`src/rtl/assert_macros.svh`:
```
// Assertion macros shared by the framer RTL.
// No dependencies; the bodies are empty when SYNTHESIS is defined.
`ifndef ASSERT_MACROS_SVH
`define ASSERT_MACROS_SVH
`ifndef SYNTHESIS
`define ASSERT_RST(lbl, clk, rst_n, prop, msg) \
  lbl: assert property (@(posedge clk) disable iff (!rst_n) prop) else $error(msg);
`define ASSERT_ALWAYS(lbl, clk, prop, msg) \
  lbl: assert property (@(posedge clk) prop) else $error(msg);
`else
`define ASSERT_RST(lbl, clk, rst_n, prop, msg)
`define ASSERT_ALWAYS(lbl, clk, prop, msg)
`endif
`endif

```
`src/rtl/tlvf_pkg.sv`:
```
// Types, codes and constants of the TLV record framer.
// No dependencies.
package tlvf_pkg;

  localparam int NUM_TYPES = 8;
  localparam int CNT_IDX_W = (NUM_TYPES > 1) ? $clog2(NUM_TYPES) : 1;
  localparam int MAX_RES   = 4;
  localparam logic [7:0] BYTE_MASK = 8'hff;

  typedef enum logic [1:0] {
    OP_START = 2'd0,
    OP_DATA  = 2'd1,
    OP_CLEAR = 2'd2,
    OP_READ  = 2'd3
  } op_t;

  localparam logic KIND_FRAME = 1'b0;
  localparam logic KIND_COUNT = 1'b1;

  typedef struct packed {
    op_t         op;
    logic [7:0]  frame_type;
    logic [15:0] frame_length;
    logic [7:0]  data_byte;
    logic [2:0]  type_index;
  } item_t;

  typedef struct packed {
    logic        kind;
    logic [7:0]  out_byte;
    logic        frame_end;
    logic [15:0] count_value;
  } res_t;

  typedef struct packed {
    logic [2:0]           cnt;
    res_t [MAX_RES-1:0]   res;
  } bundle_t;

endpackage

```
`src/rtl/tlvf_skid.sv`:
```
// Input register with skid entry for the framer's input channel.
// Depends on tlvf_pkg.
`include "assert_macros.svh"
module tlvf_skid (
  input  logic            clk,
  input  logic            rst_n,
  input  logic            in_valid,
  output logic            in_stall,
  input  tlvf_pkg::item_t in_item,
  output logic            main_valid,
  output tlvf_pkg::item_t main_item,
  input  logic            pop
);

  logic            main_valid_r, main_valid_nxt;
  logic            skid_valid_r, skid_valid_nxt;
  tlvf_pkg::item_t main_r, main_nxt;
  tlvf_pkg::item_t skid_r, skid_nxt;
  logic            in_acc;

  assign in_stall   = skid_valid_r;
  assign in_acc     = in_valid & ~skid_valid_r;
  assign main_valid = main_valid_r;
  assign main_item  = main_r;

  always_comb begin
    main_valid_nxt = main_valid_r;
    skid_valid_nxt = skid_valid_r;
    main_nxt       = main_r;
    skid_nxt       = skid_r;
    if (pop || !main_valid_r) begin
      main_valid_nxt = skid_valid_r | in_acc;
      main_nxt       = skid_valid_r ? skid_r : in_item;
      skid_valid_nxt = 1'b0;
    end else if (in_acc) begin
      skid_valid_nxt = 1'b1;
      skid_nxt       = in_item;
    end
  end

  always_ff @(posedge clk) begin
    if (!rst_n) begin
      main_valid_r <= 1'b0;
      skid_valid_r <= 1'b0;
    end else begin
      main_valid_r <= main_valid_nxt;
      skid_valid_r <= skid_valid_nxt;
    end
    main_r <= main_nxt;
    skid_r <= skid_nxt;
  end

  `ASSERT_RST(a_skid_needs_main, clk, rst_n, skid_valid_r |-> main_valid_r, "skid full, main empty")

endmodule

```
`src/rtl/tlvf_core.sv`:
```
// Framing state (length, checksum, per-type counters) and result bundle logic.
// Depends on tlvf_pkg.
`include "assert_macros.svh"
module tlvf_core (
  input  logic              clk,
  input  logic              rst_n,
  input  tlvf_pkg::item_t   item,
  input  logic              advance,
  output tlvf_pkg::bundle_t bundle
);

  logic [15:0] bytes_left_r, bytes_left_nxt;
  logic [7:0]  running_sum_r, running_sum_nxt;
  logic [15:0] type_counts_r   [tlvf_pkg::NUM_TYPES];
  logic [15:0] type_counts_nxt [tlvf_pkg::NUM_TYPES];

  logic [7:0]  sum_add;
  logic [15:0] left_dec;
  logic [8:0]  tidx_wide;
  logic        tidx_ok;
  logic [15:0] read_val;

  assign sum_add   = running_sum_r + item.data_byte;
  assign left_dec  = bytes_left_r - 16'd1;
  assign tidx_wide = 9'(item.type_index);
  assign tidx_ok   = tidx_wide < 9'(tlvf_pkg::NUM_TYPES);
  assign read_val  = tidx_ok ? type_counts_r[tidx_wide[tlvf_pkg::CNT_IDX_W-1:0]] : 16'd0;

  always_comb begin
    for (int i = 0; i < tlvf_pkg::NUM_TYPES; i++) begin
      type_counts_nxt[i] = type_counts_r[i];
      if (item.op == tlvf_pkg::OP_CLEAR) begin
        type_counts_nxt[i] = 16'd0;
      end else if (item.op == tlvf_pkg::OP_START && item.frame_type == 8'(i)) begin
        type_counts_nxt[i] = type_counts_r[i] + 16'd1;
      end
    end
  end

  always_comb begin
    bundle          = '0;
    bytes_left_nxt  = bytes_left_r;
    running_sum_nxt = running_sum_r;
    case (item.op)
      tlvf_pkg::OP_START: begin
        bundle.res[0].out_byte  = item.frame_type;
        bundle.res[1].out_byte  = item.frame_length[7:0] & tlvf_pkg::BYTE_MASK;
        bundle.res[2].out_byte  = item.frame_length[15:8];
        bundle.res[3].frame_end = 1'b1;
        bundle.cnt              = (item.frame_length == 16'd0) ? 3'd4 : 3'd3;
        running_sum_nxt         = 8'd0;
        bytes_left_nxt          = item.frame_length;
      end
      tlvf_pkg::OP_DATA: begin
        if (bytes_left_r != 16'd0) begin
          bundle.res[0].out_byte = item.data_byte;
          bytes_left_nxt         = left_dec;
          if (left_dec == 16'd0) begin
            bundle.res[1].out_byte  = sum_add;
            bundle.res[1].frame_end = 1'b1;
            bundle.cnt              = 3'd2;
            running_sum_nxt         = 8'd0;
          end else begin
            bundle.cnt      = 3'd1;
            running_sum_nxt = sum_add;
          end
        end
      end
      tlvf_pkg::OP_CLEAR: begin
        bundle.cnt = 3'd0;
      end
      tlvf_pkg::OP_READ: begin
        bundle.res[0].kind        = tlvf_pkg::KIND_COUNT;
        bundle.res[0].count_value = read_val;
        bundle.cnt                = 3'd1;
      end
      default: begin
        bundle.cnt = 3'd0;
      end
    endcase
    for (int k = 0; k < tlvf_pkg::MAX_RES; k++) begin
      if (item.op != tlvf_pkg::OP_READ) begin
        bundle.res[k].kind = tlvf_pkg::KIND_FRAME;
      end
    end
  end

  always_ff @(posedge clk) begin
    if (!rst_n) begin
      bytes_left_r  <= 16'd0;
      running_sum_r <= 8'd0;
      for (int i = 0; i < tlvf_pkg::NUM_TYPES; i++) begin
        type_counts_r[i] <= 16'd0;
      end
    end else if (advance) begin
      bytes_left_r  <= bytes_left_nxt;
      running_sum_r <= running_sum_nxt;
      for (int i = 0; i < tlvf_pkg::NUM_TYPES; i++) begin
        type_counts_r[i] <= type_counts_nxt[i];
      end
    end
  end

  `ASSERT_RST(a_start_loads_len, clk, rst_n, (advance && item.op == tlvf_pkg::OP_START) |=> (bytes_left_r == $past(item.frame_length)), "start did not load length")
  `ASSERT_RST(a_sum_idle_zero, clk, rst_n, (bytes_left_r == 16'd0) |-> (running_sum_r == 8'd0), "checksum left over with no open frame")

endmodule

```
`src/rtl/tlvf_serializer.sv`:
```
// Result register: holds one item's results and hands them out one beat at a time.
// Depends on tlvf_pkg.
`include "assert_macros.svh"
module tlvf_serializer (
  input  logic              clk,
  input  logic              rst_n,
  input  logic              load,
  input  tlvf_pkg::bundle_t bundle,
  output logic              load_ok,
  output logic              out_valid,
  input  logic              out_stall,
  output tlvf_pkg::res_t    out_res
);

  logic [2:0]                          left_r, left_nxt;
  tlvf_pkg::res_t [tlvf_pkg::MAX_RES-1:0] ent_r, ent_nxt;
  logic                                take;

  assign out_valid = left_r != 3'd0;
  assign take      = out_valid & ~out_stall;
  assign load_ok   = (left_r == 3'd0) || (left_r == 3'd1 && !out_stall);
  assign out_res   = ent_r[0];

  always_comb begin
    left_nxt = left_r;
    ent_nxt  = ent_r;
    if (load) begin
      left_nxt = bundle.cnt;
      ent_nxt  = bundle.res;
    end else if (take) begin
      left_nxt = left_r - 3'd1;
      for (int k = 0; k < tlvf_pkg::MAX_RES - 1; k++) begin
        ent_nxt[k] = ent_r[k+1];
      end
      ent_nxt[tlvf_pkg::MAX_RES-1] = '0;
    end
  end

  always_ff @(posedge clk) begin
    if (!rst_n) begin
      left_r <= 3'd0;
    end else begin
      left_r <= left_nxt;
    end
    ent_r <= ent_nxt;
  end

  `ASSERT_RST(a_left_max, clk, rst_n, left_r <= 3'(tlvf_pkg::MAX_RES), "result count overflow")
  `ASSERT_RST(a_left_dec, clk, rst_n, (take && left_r > 3'd1) |=> (left_r == $past(left_r) - 3'd1), "beat not retired")

endmodule

```
`src/rtl/tlv_record_framer.sv`:
```
// TLV record framer: builds type/length/payload/checksum byte records and
// keeps per-type frame counters.
// Input channel (in_valid/in_stall) takes ops: start frame, payload byte,
// clear counters, read counter. Result channel (out_valid/out_stall) gives
// one result per beat: a stream byte (out_kind 0, out_frame_end on the
// checksum byte) or a counter answer (out_kind 1).
// An accepted beat waits in the input register until the result register
// can take it; the core then turns it into results loaded there.
// Throughput: one input beat per cycle while each item gives at most one
// result and out_stall is low. The result register sends one beat per cycle
// unless stalled, so a start item gives 3 results (4 for zero length) and the
// closing payload byte 2; the input side keeps taking beats into a two-entry
// input register meanwhile.
// in_stall is a register bit; it rises when both input entries are full.
// A stalled result stays on the out_ ports unchanged.
// Reset (synchronous, rst_n low) empties both stages, closes any open frame
// and zeroes all counters; no clearing pass is needed.
// Depends on tlvf_pkg, tlvf_skid, tlvf_core and tlvf_serializer.
module tlv_record_framer (
  input  logic        clk,
  input  logic        rst_n,
  input  logic        in_valid,
  output logic        in_stall,
  input  logic [1:0]  in_op,
  input  logic [7:0]  in_frame_type,
  input  logic [15:0] in_frame_length,
  input  logic [7:0]  in_data_byte,
  input  logic [2:0]  in_type_index,
  output logic        out_valid,
  input  logic        out_stall,
  output logic        out_kind,
  output logic [7:0]  out_out_byte,
  output logic        out_frame_end,
  output logic [15:0] out_count_value
);

  tlvf_pkg::item_t   in_item;
  tlvf_pkg::item_t   main_item;
  tlvf_pkg::bundle_t bundle;
  tlvf_pkg::res_t    out_res;
  logic              main_valid;
  logic              load_ok;
  logic              advance;

  assign in_item.op           = tlvf_pkg::op_t'(in_op);
  assign in_item.frame_type   = in_frame_type;
  assign in_item.frame_length = in_frame_length;
  assign in_item.data_byte    = in_data_byte;
  assign in_item.type_index   = in_type_index;

  assign advance = main_valid & load_ok;

  tlvf_skid u_skid (
    .clk        (clk),
    .rst_n      (rst_n),
    .in_valid   (in_valid),
    .in_stall   (in_stall),
    .in_item    (in_item),
    .main_valid (main_valid),
    .main_item  (main_item),
    .pop        (advance)
  );

  tlvf_core u_core (
    .clk     (clk),
    .rst_n   (rst_n),
    .item    (main_item),
    .advance (advance),
    .bundle  (bundle)
  );

  tlvf_serializer u_ser (
    .clk       (clk),
    .rst_n     (rst_n),
    .load      (advance),
    .bundle    (bundle),
    .load_ok   (load_ok),
    .out_valid (out_valid),
    .out_stall (out_stall),
    .out_res   (out_res)
  );

  assign out_kind        = out_res.kind;
  assign out_out_byte    = out_res.out_byte;
  assign out_frame_end   = out_res.frame_end;
  assign out_count_value = out_res.count_value;

endmodule
```
`config.mk`:
```
export PLATFORM = sky130hd
export DESIGN_NAME = tlv_record_framer
export DESIGN_NICKNAME = d
export VERILOG_FILES = /design/src/rtl/tlvf_pkg.sv /design/src/rtl/tlvf_skid.sv /design/src/rtl/tlvf_core.sv /design/src/rtl/tlvf_serializer.sv /design/src/rtl/tlv_record_framer.sv
export VERILOG_INCLUDE_DIRS = /design/src /design/src/rtl
export SDC_FILE = /design/constraint.sdc
export NUM_CORES = 1
export LEC_CHECK = 0
export BUFFER_PORTS_ARGS = -buffer_cell sky130_fd_sc_hd__buf_2
export CELL_PAD_IN_SITES_DETAIL_PLACEMENT = 0
export CELL_PAD_IN_SITES_GLOBAL_PLACEMENT = 1
export CORE_MARGIN = 2
export CORE_UTILIZATION = 50
export CTS_BUF_LIST = sky130_fd_sc_hd__clkbuf_8
export DETAILED_ROUTE_END_ITERATION = 6
export PLACE_DENSITY = 0.78
export SLEW_MARGIN = 20
export SYNTH_ARGS = -nofsm -noshare
export SYNTH_HDL_FRONTEND = slang
export SYNTH_SLANG_ARGS = --single-unit
```
`constraint.sdc`:
```
create_clock -name clk -period 10.1 [get_ports clk]
set_input_delay 0.505 -clock clk [delete_from_list [all_inputs] [get_ports clk]]
set_output_delay 0.505 -clock clk [all_outputs]
set_load 0.02 [all_outputs]
```
==> impl_metrics.env <==
export IMPL_fillCellCount=2482
export IMPL_timing_fmax_mhz=311.4
export IMPL_track_usage_pct=21.13
export IMPL_cts_htree_levels=2
export IMPL_path_common_cell="inv_1"
export IMPL_layout_cells_non_filler=1686
export IMPL_syn_inst=1217
export IMPL_dpl_hpwl_mm=21.58
export IMPL_overflow=0
export IMPL_p_leak_nw=5.637
export IMPL_hp_class="in -> reg"
export IMPL_wl_mm=31.43
export IMPL_drtPass1Iterations=5
export IMPL_crit_chain="inv_1 -> ha_1 -> or4b_4 -> nor2_4 -> a311o_2 -> nor2_1 -> a222oi_1 -> inv_1"
export IMPL_fin_skew_ns=0.02607
export IMPL_multi_input_area_um2=5843
export IMPL_synth_edff_count=245
export IMPL_grt_pass1_wl_mm=50.69
export IMPL_area_delta_synth_final_pct=9.435
export IMPL_cts_setup_buffers=0
export IMPL_grt_max_degree=91
export IMPL_crit_type="reg -> reg"
export IMPL_worst_path_max_delay_cell="or4b_4"
export IMPL_holdWs_ns=0.1373
export IMPL_fin_setup_tns_ns=0
export IMPL_core_area_um2=28470
export IMPL_root_buffer="clkbuf_8"
export IMPL_slowest_delay_ns=0.59
export IMPL_intPower_w=0.002397
export IMPL_seqCellArea_um2=8041
export IMPL_postCtsResizedCells=0
export IMPL_path_clk_slew_ns=0.06
export IMPL_antenna_cells=0
export IMPL_grt_use_met1_pct=29.49
export IMPL_status="completed"
export IMPL_p_total_w=0.003650
export IMPL_vias=9350
export IMPL_yosys_register_bits=279
export IMPL_synth_cell_types=64
export IMPL_initial_core_util_pct=50.49
export IMPL_switching_power_w=0.001252
export IMPL_crit_buf_inv=2
export IMPL_worst_slew_pin_slew_ns=1.019
export IMPL_synth_ff_type="edfxtp_1"
export IMPL_drive_gt1_share_pct=18.05
export IMPL_drv_cap=0
export IMPL_via_per_inst=5.546
export IMPL_rsz0062_at_grt="no"
export IMPL_worstSetupEndpointType="flip-flop"
export IMPL_setup_viol=0
export IMPL_met3_usage_pct=3.333
export IMPL_fin_ws_ns=6.888
export IMPL_combPwrFrac_pct=25.0
export IMPL_worst_path_max_fanout=26
export IMPL_grt_busiest_layer="met2"
export IMPL_dr_first_iter_drc_count=795
export IMPL_cts_buffer_depth=3
export IMPL_post_place_ws_ns=6.932
export IMPL_synthArstFlopShare_pct=0
export IMPL_clock_sinks=279
export IMPL_ys_warn_count=0
export IMPL_cts_buffers=47
export IMPL_nets=1327
export IMPL_worstPathArrival_ns=3.51
export IMPL_rows=62
export IMPL_met2_usage_pct=34.55
export IMPL_finalHoldViolCount=0
export IMPL_min_period_ns=3.212
export IMPL_dp_cells=1600
export IMPL_grt_pass1_vias=9306
export IMPL_cts_tree="done"
export IMPL_dieWidth_um=173.6
export IMPL_clock_latency_ns=0.57
export IMPL_routedWlPerCell_um=18.64
export IMPL_yosysSeqAreaShare_pct=55.91
export IMPL_relSlewSlack_pct=31.95
export IMPL_cellPowerDensity_nw_per_um2=232.0
export IMPL_die_area_um2=30120
export IMPL_cts_hold_buf=0
export IMPL_antenna_left=0
export IMPL_pwr_share_seq_pct=50.4
export IMPL_cp_required_ns=10.40
export IMPL_die_y_um=173.6
export IMPL_synth_area_um2=14380
export IMPL_antenna_found_initial=0
export IMPL_clkPwrFrac_pct=24.6
export IMPL_syn_num_nets=1279
export IMPL_slew_violations=0
export IMPL_portBuffers=68
export IMPL_gp_congestion=0.8541
export IMPL_critPathTopFamily="simple AND/OR/NAND/NOR gates"
export IMPL_critPathLaunchType="flip-flop"
export IMPL_ios=69
export IMPL_drc=0
export IMPL_fin_crit_sh_pct=31.80
export IMPL_vdd_drop_max_uv=140.6
export IMPL_switching_share_pct=34.31
export IMPL_syn_area_per_cell_um2=11.81
area by class of cell:
type	instances	share of cell area [%]
clock inverters	38	1.034
well taps	384	3.054
flip-flops and latches	279	51.12
clock buffers	48	4.199
multi-input cells	832	37.14
inverters	20	0.4772
repair buffers	85	2.975
final timing paths:
| kind | from | end | slack [ns] | depth (start not counted) |
|---|---|---|---|---|
| max reg2reg | u_core.bytes_left_r[0]$_SDFFE_PN0P_ | u_ser.out_res[22]$_DFFE_PP_ | 6.89 | 8 |
| min | in_frame_length[14] | u_skid.skid_r[25]$_DFFE_PP_ | 0.14 | 1 |
| min reg2reg | u_skid.main_item[0]$_DFFE_PN_ | flip-flop | 0.48 | 1 |
| max | u_core.bytes_left_r[0]$_SDFFE_PN0P_ | u_ser.out_res[22]$_DFFE_PP_ | 6.89 | 8 |
flip-flops by register name, summed over array words and instances, names as in the netlist, named ones only:
name	cells
u_skid.main_item	37
u_ser.ent_r	19
u_core.running_sum_r	8
u_core.type_counts_r	128
u_ser.out_res	26
u_ser.left_r	3
u_core.bytes_left_r	16
u_skid.in_stall	1
u_skid.main_valid	1
u_skid.skid_r	37
Yosys cell counts, drive strengths merged, types with 2 or more instances:
cell type | count | area, µm²
clkbuf | 50 | 187.7
a31o | 2 | 17.52
a21oi | 44 | 220.2
a21o | 2 | 15.01
edfxtp | 245 | 7357
nor3 | 11 | 60.06
a22oi | 15 | 112.6
nand4 | 19 | 118.9
a41o | 2 | 20.02
and4 | 12 | 105.1
ha | 20 | 250.2
o21ai | 43 | 215.2
nand2b | 2 | 12.51
a32o | 4 | 40.04
and2 | 26 | 162.7
or2 | 2 | 12.51
nor2 | 173 | 656.9
buf | 36 | 255.2
a21boi | 5 | 37.53
o31ai | 7 | 57.55
xnor2 | 40 | 350.3
or3 | 9 | 56.30
o211ai | 6 | 63.81
nand4b | 2 | 17.52
mux4 | 32 | 720.7
xor2 | 77 | 674.4
mux2 | 40 | 450.4
o22ai | 2 | 12.51
nor3b | 4 | 30.03
inv | 20 | 75.07
and3 | 35 | 219.0
nor2b | 11 | 68.82
o21bai | 2 | 15.01
nor4 | 9 | 77.57
nand3 | 62 | 310.3
nand2 | 75 | 281.5
or4 | 2 | 15.01
a222oi | 2 | 20.02
a31oi | 3 | 18.77
mux2i | 19 | 190.2
dfxtp | 34 | 680.7
cells in the final DEF (no fill, tap or decap), types with 3 or more instances in the layout:
cell / n
buf_2: 68
clkinv_1: 15
clkinv_2: 9
o21ai_0: 37
mux2i_1: 19
o31ai_1: 6
a32o_1: 4
nand3_1: 62
mux2_2: 40
clkbuf_8: 48
buf_4: 17
and3_1: 35
xnor2_1: 40
a21oi_1: 44
nor4_1: 7
dfxtp_1: 31
and2_1: 26
a22oi_1: 15
inv_1: 32
xor2_1: 77
a31oi_1: 3
nor2b_1: 11
nor3b_1: 3
and4_1: 12
o21ai_1: 5
nand2_1: 74
ha_1: 20
o211ai_1: 4
or3_1: 9
nor2_1: 172
mux4_2: 32
nand4_1: 19
nor3_1: 9
edfxtp_1: 245
dfxtp_2: 3
a21boi_1: 3
power groups by stage:
stage,combinational [W],clock (W),sequential [W]
5_1_grt,0.00101,0.000970,0.00188
3_5_place_dp,0.000916,0,0.00186
3_3_place_gp,0.000907,0,0.00186
6_report,0.000912,0.000897,0.00184
4_1_cts,0.000921,0.000923,0.00184
2_1_floorplan,0.000758,0,0.00174
metal layers:
layer	wire, µm	share of wire [%]
met1	14390	46
met3	1334	4.2
met2	15090	48
met4	619	2.0
met5	0	0
metrics by stage:
step	area (µm²)	utilization [%]
floorplan	14380	-
global placement	14900	52.35
detailed placement	14910	52.36
CTS	15730	55.26
global route	15730	55.26
finish	15730	55.26
worst register-to-register path: stages, from the launching register on:
cell and delay, ns:
dfxtp_1 0.36, inv_1 0.12, ha_1 0.37, or4b_4 0.59
nor2_4 0.21, a311o_2 0.53, nor2_1 0.35, a222oi_1 0.35
inv_1 0.08
cells by family after synthesis:
kind of cell,count (synthesis),synth area share [%]
simple gates,456,15.49
buf+inv,106,3.603
compound gates,147,6.511
flops,279,55.91
mux,91,9.470
xor+xnor,117,7.129
fa+ha+maj,21,1.880
Power figures use the tool's default switching activity.
